==> config.mk <==
export PLATFORM = sky130hd
export DESIGN_NAME = miller_rabin_primality_test_core
export DESIGN_NICKNAME = d
export VERILOG_FILES = /design/src/mrpt_pkg.sv /design/src/mrpt_mulmod.sv /design/src/miller_rabin_primality_test_core.sv
export SDC_FILE = /design/constraint.sdc
export NUM_CORES = 2
export LEC_CHECK = 0
export BUFFER_PORTS_ARGS = -buffer_cell sky130_fd_sc_hd__buf_2
export CORE_MARGIN = 10
export CORE_UTILIZATION = 44
export DETAILED_ROUTE_END_ITERATION = 8
export SLEW_MARGIN = 20
export SYNTH_ARGS = -nofsm -noshare
export SYNTH_HDL_FRONTEND = slang
export SYNTH_HIERARCHICAL = 1
export SYNTH_SLANG_ARGS = --single-unit
==> constraint.sdc <==
create_clock -name clk -period 8 [get_ports clk]
set_input_delay 1.2 -clock clk [delete_from_list [all_inputs] [get_ports clk]]
set_output_delay 1.2 -clock clk [all_outputs]
set_load 0.03 [all_outputs]
==> src/mrpt_pkg.sv <==
`default_nettype none

package mrpt_pkg;

	// operand width of the datapath
	localparam int VALUE_WIDTH = 62;
	// width of the squaring exponent k (k < VALUE_WIDTH)
	localparam int K_WIDTH = $clog2(VALUE_WIDTH);

	localparam int BASE_COUNT_WIDTH = 4;
	localparam logic [BASE_COUNT_WIDTH-1:0] BASE_TABLE_SIZE = 4'd12;
	localparam logic [BASE_COUNT_WIDTH-1:0] BASE_COUNT_RESET = 4'd10;

	localparam int WITNESS_WIDTH = 6;

	typedef logic [VALUE_WIDTH-1:0] value_t;

	// status of the shared modular multiplier
	typedef struct packed {
		logic busy;
		logic done;
	} mrpt_mul_stat_t;

	typedef enum logic [3:0] {
		S_IDLE,
		S_SPLIT,
		S_BASE,
		S_POW,
		S_POW_MUL,
		S_POW_SQ,
		S_CHECK,
		S_SQR_TEST,
		S_SQR_WAIT,
		S_DONE
	} mrpt_state_t;

	// small prime witnesses
	function automatic logic [WITNESS_WIDTH-1:0] witness(input logic [BASE_COUNT_WIDTH-1:0] idx);
		logic [WITNESS_WIDTH-1:0] w;
		case (idx)
			4'd0: w = 6'd2;
			4'd1: w = 6'd3;
			4'd2: w = 6'd5;
			4'd3: w = 6'd7;
			4'd4: w = 6'd11;
			4'd5: w = 6'd13;
			4'd6: w = 6'd17;
			4'd7: w = 6'd19;
			4'd8: w = 6'd23;
			4'd9: w = 6'd29;
			4'd10: w = 6'd31;
			4'd11: w = 6'd37;
			default: w = 6'd0;
		endcase
		return w;
	endfunction

endpackage

`default_nettype wire

==> src/mrpt_mulmod.sv <==
`default_nettype none

module mrpt_mulmod import mrpt_pkg::*; (
	input  wire logic           clk,
	input  wire logic           arst_n,
	input  wire logic           start,
	input  wire value_t         op_a,
	input  wire value_t         op_b,
	input  wire value_t         modulus,
	output mrpt_mul_stat_t      stat,
	output value_t              product
);

	value_t acc_q;
	value_t addend_q;
	value_t mult_q;
	logic   busy_q;

	logic [VALUE_WIDTH:0] acc_sum;
	logic [VALUE_WIDTH:0] dbl;
	value_t               acc_next;
	value_t               addend_next;

	// one compare-subtract suffices since both terms are below the modulus
	always_comb begin
		acc_sum = {1'b0, acc_q} + {1'b0, addend_q};
		dbl     = {addend_q, 1'b0};
		if (acc_sum >= {1'b0, modulus}) begin
			acc_sum = acc_sum - {1'b0, modulus};
		end
		if (dbl >= {1'b0, modulus}) begin
			dbl = dbl - {1'b0, modulus};
		end
		acc_next    = mult_q[0] ? acc_sum[VALUE_WIDTH-1:0] : acc_q;
		addend_next = dbl[VALUE_WIDTH-1:0];
	end

	always_ff @(posedge clk or negedge arst_n) begin
		if (!arst_n) begin
			busy_q <= 1'b0;
		end else if (start) begin
			busy_q <= 1'b1;
		end else if (busy_q && mult_q == '0) begin
			busy_q <= 1'b0;
		end
	end

	always_ff @(posedge clk) begin
		if (start) begin
			acc_q    <= '0;
			addend_q <= op_a;
			mult_q   <= op_b;
		end else if (busy_q && mult_q != '0) begin
			acc_q    <= acc_next;
			addend_q <= addend_next;
			mult_q   <= mult_q >> 1;
		end
	end

	assign stat.busy = busy_q;
	assign stat.done = busy_q && mult_q == '0;
	assign product   = acc_q;

endmodule

`default_nettype wire

==> src/miller_rabin_primality_test_core.sv <==
`default_nettype none

// miller-rabin primality test core
//
// input: pulse start with candidate while busy is low; that edge takes the beat.
// busy stays high until the answer has been shown. output: done is high for
// exactly one cycle with is_prime valid; the receiver cannot stall, so the
// answer must be captured in that cycle. the user writes base_count through
// base_count_wr_en / base_count_wr_data only while idle (unchecked by the core);
// values above 12 use the whole witness table, zero tests no witness.
//
// sequence: trivial candidates (below 2, 2, even) answer in the cycle right after
// the start beat. odd candidates first shift out the factors of two of n-1 (one
// bit a cycle), then per witness run a^d mod n and up to k squarings. every
// modular product goes through one bit-serial shift-and-add multiplier. one
// candidate is handled at a time.
//
// reset: arst_n clears the sequencer to idle and base_count to 10.

module miller_rabin_primality_test_core import mrpt_pkg::*; (
	input  wire logic                        clk,
	input  wire logic                        arst_n,
	input  wire logic                        start,
	output logic                             busy,
	input  wire logic [VALUE_WIDTH-1:0]      candidate,
	output logic                             done,
	output logic                             is_prime,
	input  wire logic                        base_count_wr_en,
	input  wire logic [BASE_COUNT_WIDTH-1:0] base_count_wr_data
);

	mrpt_state_t state_q, state_nxt;

	logic [BASE_COUNT_WIDTH-1:0] base_count_q;
	logic [BASE_COUNT_WIDTH-1:0] idx_q;
	logic [K_WIDTH-1:0]          k_q;
	logic [K_WIDTH-1:0]          j_q;
	value_t                      n_q;
	value_t                      d_q;
	value_t                      e_q;
	value_t                      res_q;
	value_t                      sq_q;
	logic                        prime_q;

	// multiplier hookup
	logic           mul_start;
	value_t         mul_a;
	value_t         mul_b;
	value_t         mul_p;
	mrpt_mul_stat_t mul_stat;

	logic [BASE_COUNT_WIDTH-1:0] limit;
	value_t                      wit;
	value_t                      n_m1;
	logic                        accept;

	assign accept = start && !busy;
	assign limit  = (base_count_q > BASE_TABLE_SIZE) ? BASE_TABLE_SIZE : base_count_q;
	assign wit    = VALUE_WIDTH'(witness(idx_q));
	assign n_m1   = n_q - 1'b1;

	mrpt_mulmod u_mulmod (
		.clk     (clk),
		.arst_n  (arst_n),
		.start   (mul_start),
		.op_a    (mul_a),
		.op_b    (mul_b),
		.modulus (n_q),
		.stat    (mul_stat),
		.product (mul_p)
	);

	// next state
	always_comb begin
		state_nxt = state_q;
		case (state_q)
			S_IDLE: begin
				if (start) begin
					// below 2, exactly 2 and even values answer at once
					if (candidate < VALUE_WIDTH'(3) || !candidate[0]) begin
						state_nxt = S_DONE;
					end else begin
						state_nxt = S_SPLIT;
					end
				end
			end
			S_SPLIT: begin
				if (d_q[0]) begin
					state_nxt = S_BASE;
				end
			end
			S_BASE: begin
				// out of witnesses, or witness not below n: prime
				if (idx_q >= limit || wit >= n_q) begin
					state_nxt = S_DONE;
				end else begin
					state_nxt = S_POW;
				end
			end
			S_POW: begin
				if (e_q == '0) begin
					state_nxt = S_CHECK;
				end else if (e_q[0]) begin
					state_nxt = S_POW_MUL;
				end else begin
					state_nxt = S_POW_SQ;
				end
			end
			S_POW_MUL: begin
				if (mul_stat.done) begin
					state_nxt = S_POW_SQ;
				end
			end
			S_POW_SQ: begin
				if (mul_stat.done) begin
					state_nxt = S_POW;
				end
			end
			S_CHECK: begin
				if (res_q == VALUE_WIDTH'(1)) begin
					state_nxt = S_BASE;
				end else begin
					state_nxt = S_SQR_TEST;
				end
			end
			S_SQR_TEST: begin
				if (j_q == k_q) begin
					state_nxt = S_DONE;
				end else if (res_q == n_m1) begin
					state_nxt = S_BASE;
				end else begin
					state_nxt = S_SQR_WAIT;
				end
			end
			S_SQR_WAIT: begin
				if (mul_stat.done) begin
					state_nxt = S_SQR_TEST;
				end
			end
			S_DONE: begin
				state_nxt = S_IDLE;
			end
			default: begin
				state_nxt = S_IDLE;
			end
		endcase
	end

	// outputs and multiplier operand select
	always_comb begin
		busy      = state_q != S_IDLE;
		done      = state_q == S_DONE;
		is_prime  = prime_q;
		mul_start = 1'b0;
		mul_a     = sq_q;
		mul_b     = sq_q;
		case (state_q)
			S_POW: begin
				// multiply into the result first when the exponent bit is set
				mul_start = e_q != '0;
				if (e_q[0]) begin
					mul_a = res_q;
				end
			end
			S_POW_MUL: begin
				mul_start = mul_stat.done;
			end
			S_SQR_TEST: begin
				mul_start = j_q != k_q && res_q != n_m1;
				mul_a     = res_q;
				mul_b     = res_q;
			end
			default: begin
				mul_start = 1'b0;
			end
		endcase
	end

	always_ff @(posedge clk or negedge arst_n) begin
		if (!arst_n) begin
			state_q      <= S_IDLE;
			base_count_q <= BASE_COUNT_RESET;
		end else begin
			state_q <= state_nxt;
			if (base_count_wr_en) begin
				base_count_q <= base_count_wr_data;
			end
		end
	end

	// datapath
	always_ff @(posedge clk) begin
		case (state_q)
			S_IDLE: begin
				if (accept) begin
					n_q     <= candidate;
					d_q     <= candidate - 1'b1;
					k_q     <= '0;
					idx_q   <= '0;
					prime_q <= candidate == VALUE_WIDTH'(2);
				end
			end
			S_SPLIT: begin
				if (!d_q[0]) begin
					d_q <= d_q >> 1;
					k_q <= k_q + 1'b1;
				end
			end
			S_BASE: begin
				res_q   <= VALUE_WIDTH'(1);
				sq_q    <= wit;
				e_q     <= d_q;
				prime_q <= 1'b1;
			end
			S_POW_MUL: begin
				if (mul_stat.done) begin
					res_q <= mul_p;
				end
			end
			S_POW_SQ: begin
				if (mul_stat.done) begin
					sq_q <= mul_p;
					e_q  <= e_q >> 1;
				end
			end
			S_CHECK: begin
				j_q <= '0;
				if (res_q == VALUE_WIDTH'(1)) begin
					idx_q <= idx_q + 1'b1;
				end
			end
			S_SQR_TEST: begin
				if (j_q == k_q) begin
					prime_q <= 1'b0;
				end else if (res_q == n_m1) begin
					idx_q <= idx_q + 1'b1;
				end else begin
					j_q <= j_q + 1'b1;
				end
			end
			S_SQR_WAIT: begin
				if (mul_stat.done) begin
					res_q <= mul_p;
				end
			end
			default: begin
				prime_q <= prime_q;
			end
		endcase
	end

	// the sequencer never restarts the multiplier mid-product
	assert property (@(posedge clk) disable iff (!arst_n)
		mul_start |-> (!mul_stat.busy || mul_stat.done))
		else $error("multiplier restarted while busy");

	// squaring loop works on a residue of n
	assert property (@(posedge clk) disable iff (!arst_n)
		state_q == S_SQR_TEST |-> res_q < n_q)
		else $error("residue not reduced");

	// the answer strobe is a single beat and is followed by idle
	assert property (@(posedge clk) disable iff (!arst_n)
		done |=> !done && !busy)
		else $error("done strobe longer than one cycle");

	// an accepted candidate always makes the core busy
	assert property (@(posedge clk) disable iff (!arst_n)
		accept |=> busy)
		else $error("accepted candidate did not raise busy");

endmodule

`default_nettype wire

==> results.toml <==
[worst_setup_path]
worstPathArrival_ps = 7240
cp-startpoint = "u_mulmod/addend_q[17]"
r2r_slack_ps = 1320
cp.required_ps = 8550
cp_num_cells = 22
r2r-start = "u_mulmod/addend_q[17]"
critPathSlowestCell = "a2111oi_0"
cp-endpoint = "u_mulmod/product[38]"
crit_path_end_kind = "flip-flop"
rr_endpoint = "u_mulmod/product[38]"
critical_path.max_stage_delay_ps = 640
crit_path_start_kind = "flip-flop"
reg2reg_depth = 22
path_buf_inv = 0
worstPathMaxFanout = 62
crit_chain = "ha_1, a21oi_1, o21ai_0, a2111oi_0, o211ai_1, o21a_1, a21oi_1, o21a_1, o21ai_0, xor2_1, ha_1, a21o_1, a21o_1, a21oi_1, o21ai_0, a221oi_1, o22ai_1, a21o_1, nand2_1, nand2_8, or3b_1, a31oi_1"
worst_path_dominant_cell_family = "compound AO/OA/AOI/OAI gates"
path_class = "reg -> reg"

[clock_network]
holdBufCountCts = 0
cts-buffers-inserted = 59
post-cts-setup-buffer-count = 0
cts_resized = 0
cts.sinks = 528
clk_path_buf_depth = 3
htreeDepth = 2
insertion_delay_ps = 670
root_buffer = "clkbuf_16"
clk_pin_slew_ps = 60
cts_tree = "built"

[route]
vias = 32225
drtIter0Drc = 3377
first_pass_iters = 6
drc = 0
drtAntennaViolNets = 0
viasPerCell = 6.10
wl_per_cell_um = 25.0
wl_mm = 132

[sta]
finalClockSkew_ps = 50.4
setup_viol = 0
finalCriticalPeriod_ps = 6680
worstMarginPinSlew_ps = 1200
relSlewSlack_pct = 19.1
grt_setup_unrepaired = "false"
hold_viol = 0
drv_slew = 0
fmax_ghz = 0.150
fin_setup_tns_ps = 0
period_share_pct = 83.5

[finish]
areaGrowthSynthToFinish_pct = 8.58
drive_gt1_share_pct = 12.3
multi_input_area_um2 = 22400
most-common-layout-cells = "edfxtp_1, nand2_1, a21oi_1, o21ai_0, nor2_1"
layout.nets = 4357
mostFrequentLayoutCell = "edfxtp_1"
regArea_um2 = 15100
fill_cells = 8331

[die]
die_h_um = 317
dieArea_um2 = 101000
initial_core_util_pct = 44.5
placementRows = 108
die_x_um = 317
ioPinCount = 73
core_area_um2 = 87200

[global_route]
grt_pass1_wl_mm = 196
grt_max_degree = 126
grt_overflow = 0
antenna_found_initial = 3
grt_use_total_pct = 25.6
grt_pass1_vias = 30361

[placement]
dp_hpwl_mm = 101
port_buffers = 72
gp_congestion = 0.978

[synth]
synth_nets = 4384
synth_area_per_cell_um2 = 9.46
yosysWarnings = 6
syn-instance-count = 4104
synth_area_um2 = 38800

[hold_path]
hold_path.class = "in -> async"

[run_status]
status = "complete, no violations"

[run]
cap_violations = 0
-- state kept, by name, indices dropped and copies added, names as in the netlist, 6 cells and up --
name and flops:
k_q 6, u_mulmod/product 62, res_q 62, wit 6
u_mulmod/mult_q 62, n_q 62, j_q 6, sq_q 62
u_mulmod/addend_q 62, d_q 62, e_q 62
-- cell type report --
class | count | share of cell area [%]
timing repair buffer | 104 | 1.48
tap | 1155 | 3.43
inverter | 158 | 1.42
clock buffer | 70 | 3.65
antenna | 2 | 0.0119
multi-input combinational | 3226 | 53.1
sequential | 528 | 35.9
clock inverter | 41 | 1.04
-- how the worst min path moves through the flow --
stage	endpoint	cells past startpoint	slack [ps]
global placement	base_count_q[0]	1	490
floorplan	u_mulmod/product[13]	2	470
detailed placement	base_count_q[0]	1	500
finish	base_count_q[0]	1	390
global route	base_count_q[0]	1	380
CTS	u_mulmod/busy_q	1	360
-- through the flow --
step                hold WS (ps)  setup WS [ps]  utilization (%)  instance area [µm²]  std cells
floorplan                    469            634                -                38800       4104
global placement             491           1450             46.1                40200       5171
detailed placement           499           1700             46.1                40200       5171
CTS                          363           1600             48.3                42100       5282
global route                 380            995             48.4                42200       5282
finish                       387           1320             48.4                42200       5284
-- worst reg2reg max path: cells and delay by family, from the launching register on --
family | cells | cell delay, ps
xor+xnor | 1 | 200
fa+ha+maj | 2 | 840
simple gates | 3 | 1200
flops | 1 | 430
compound gates | 16 | 3950
-- routing by layer --
layer / global-route usage, % / up-vias / part of all wire (%)
met5: 0 / - / 0.0098
met4: 9.52 / 2 / 4.1
met3: 3.67 / 218 / 7.3
met2: 41.4 / 1194 / 46
met1: 34.3 / 15618 / 42
li1: - / 15193 / -
Power is not shown: default switching activity piles up to over one toggle a cycle in this logic, so the estimate is an artifact.
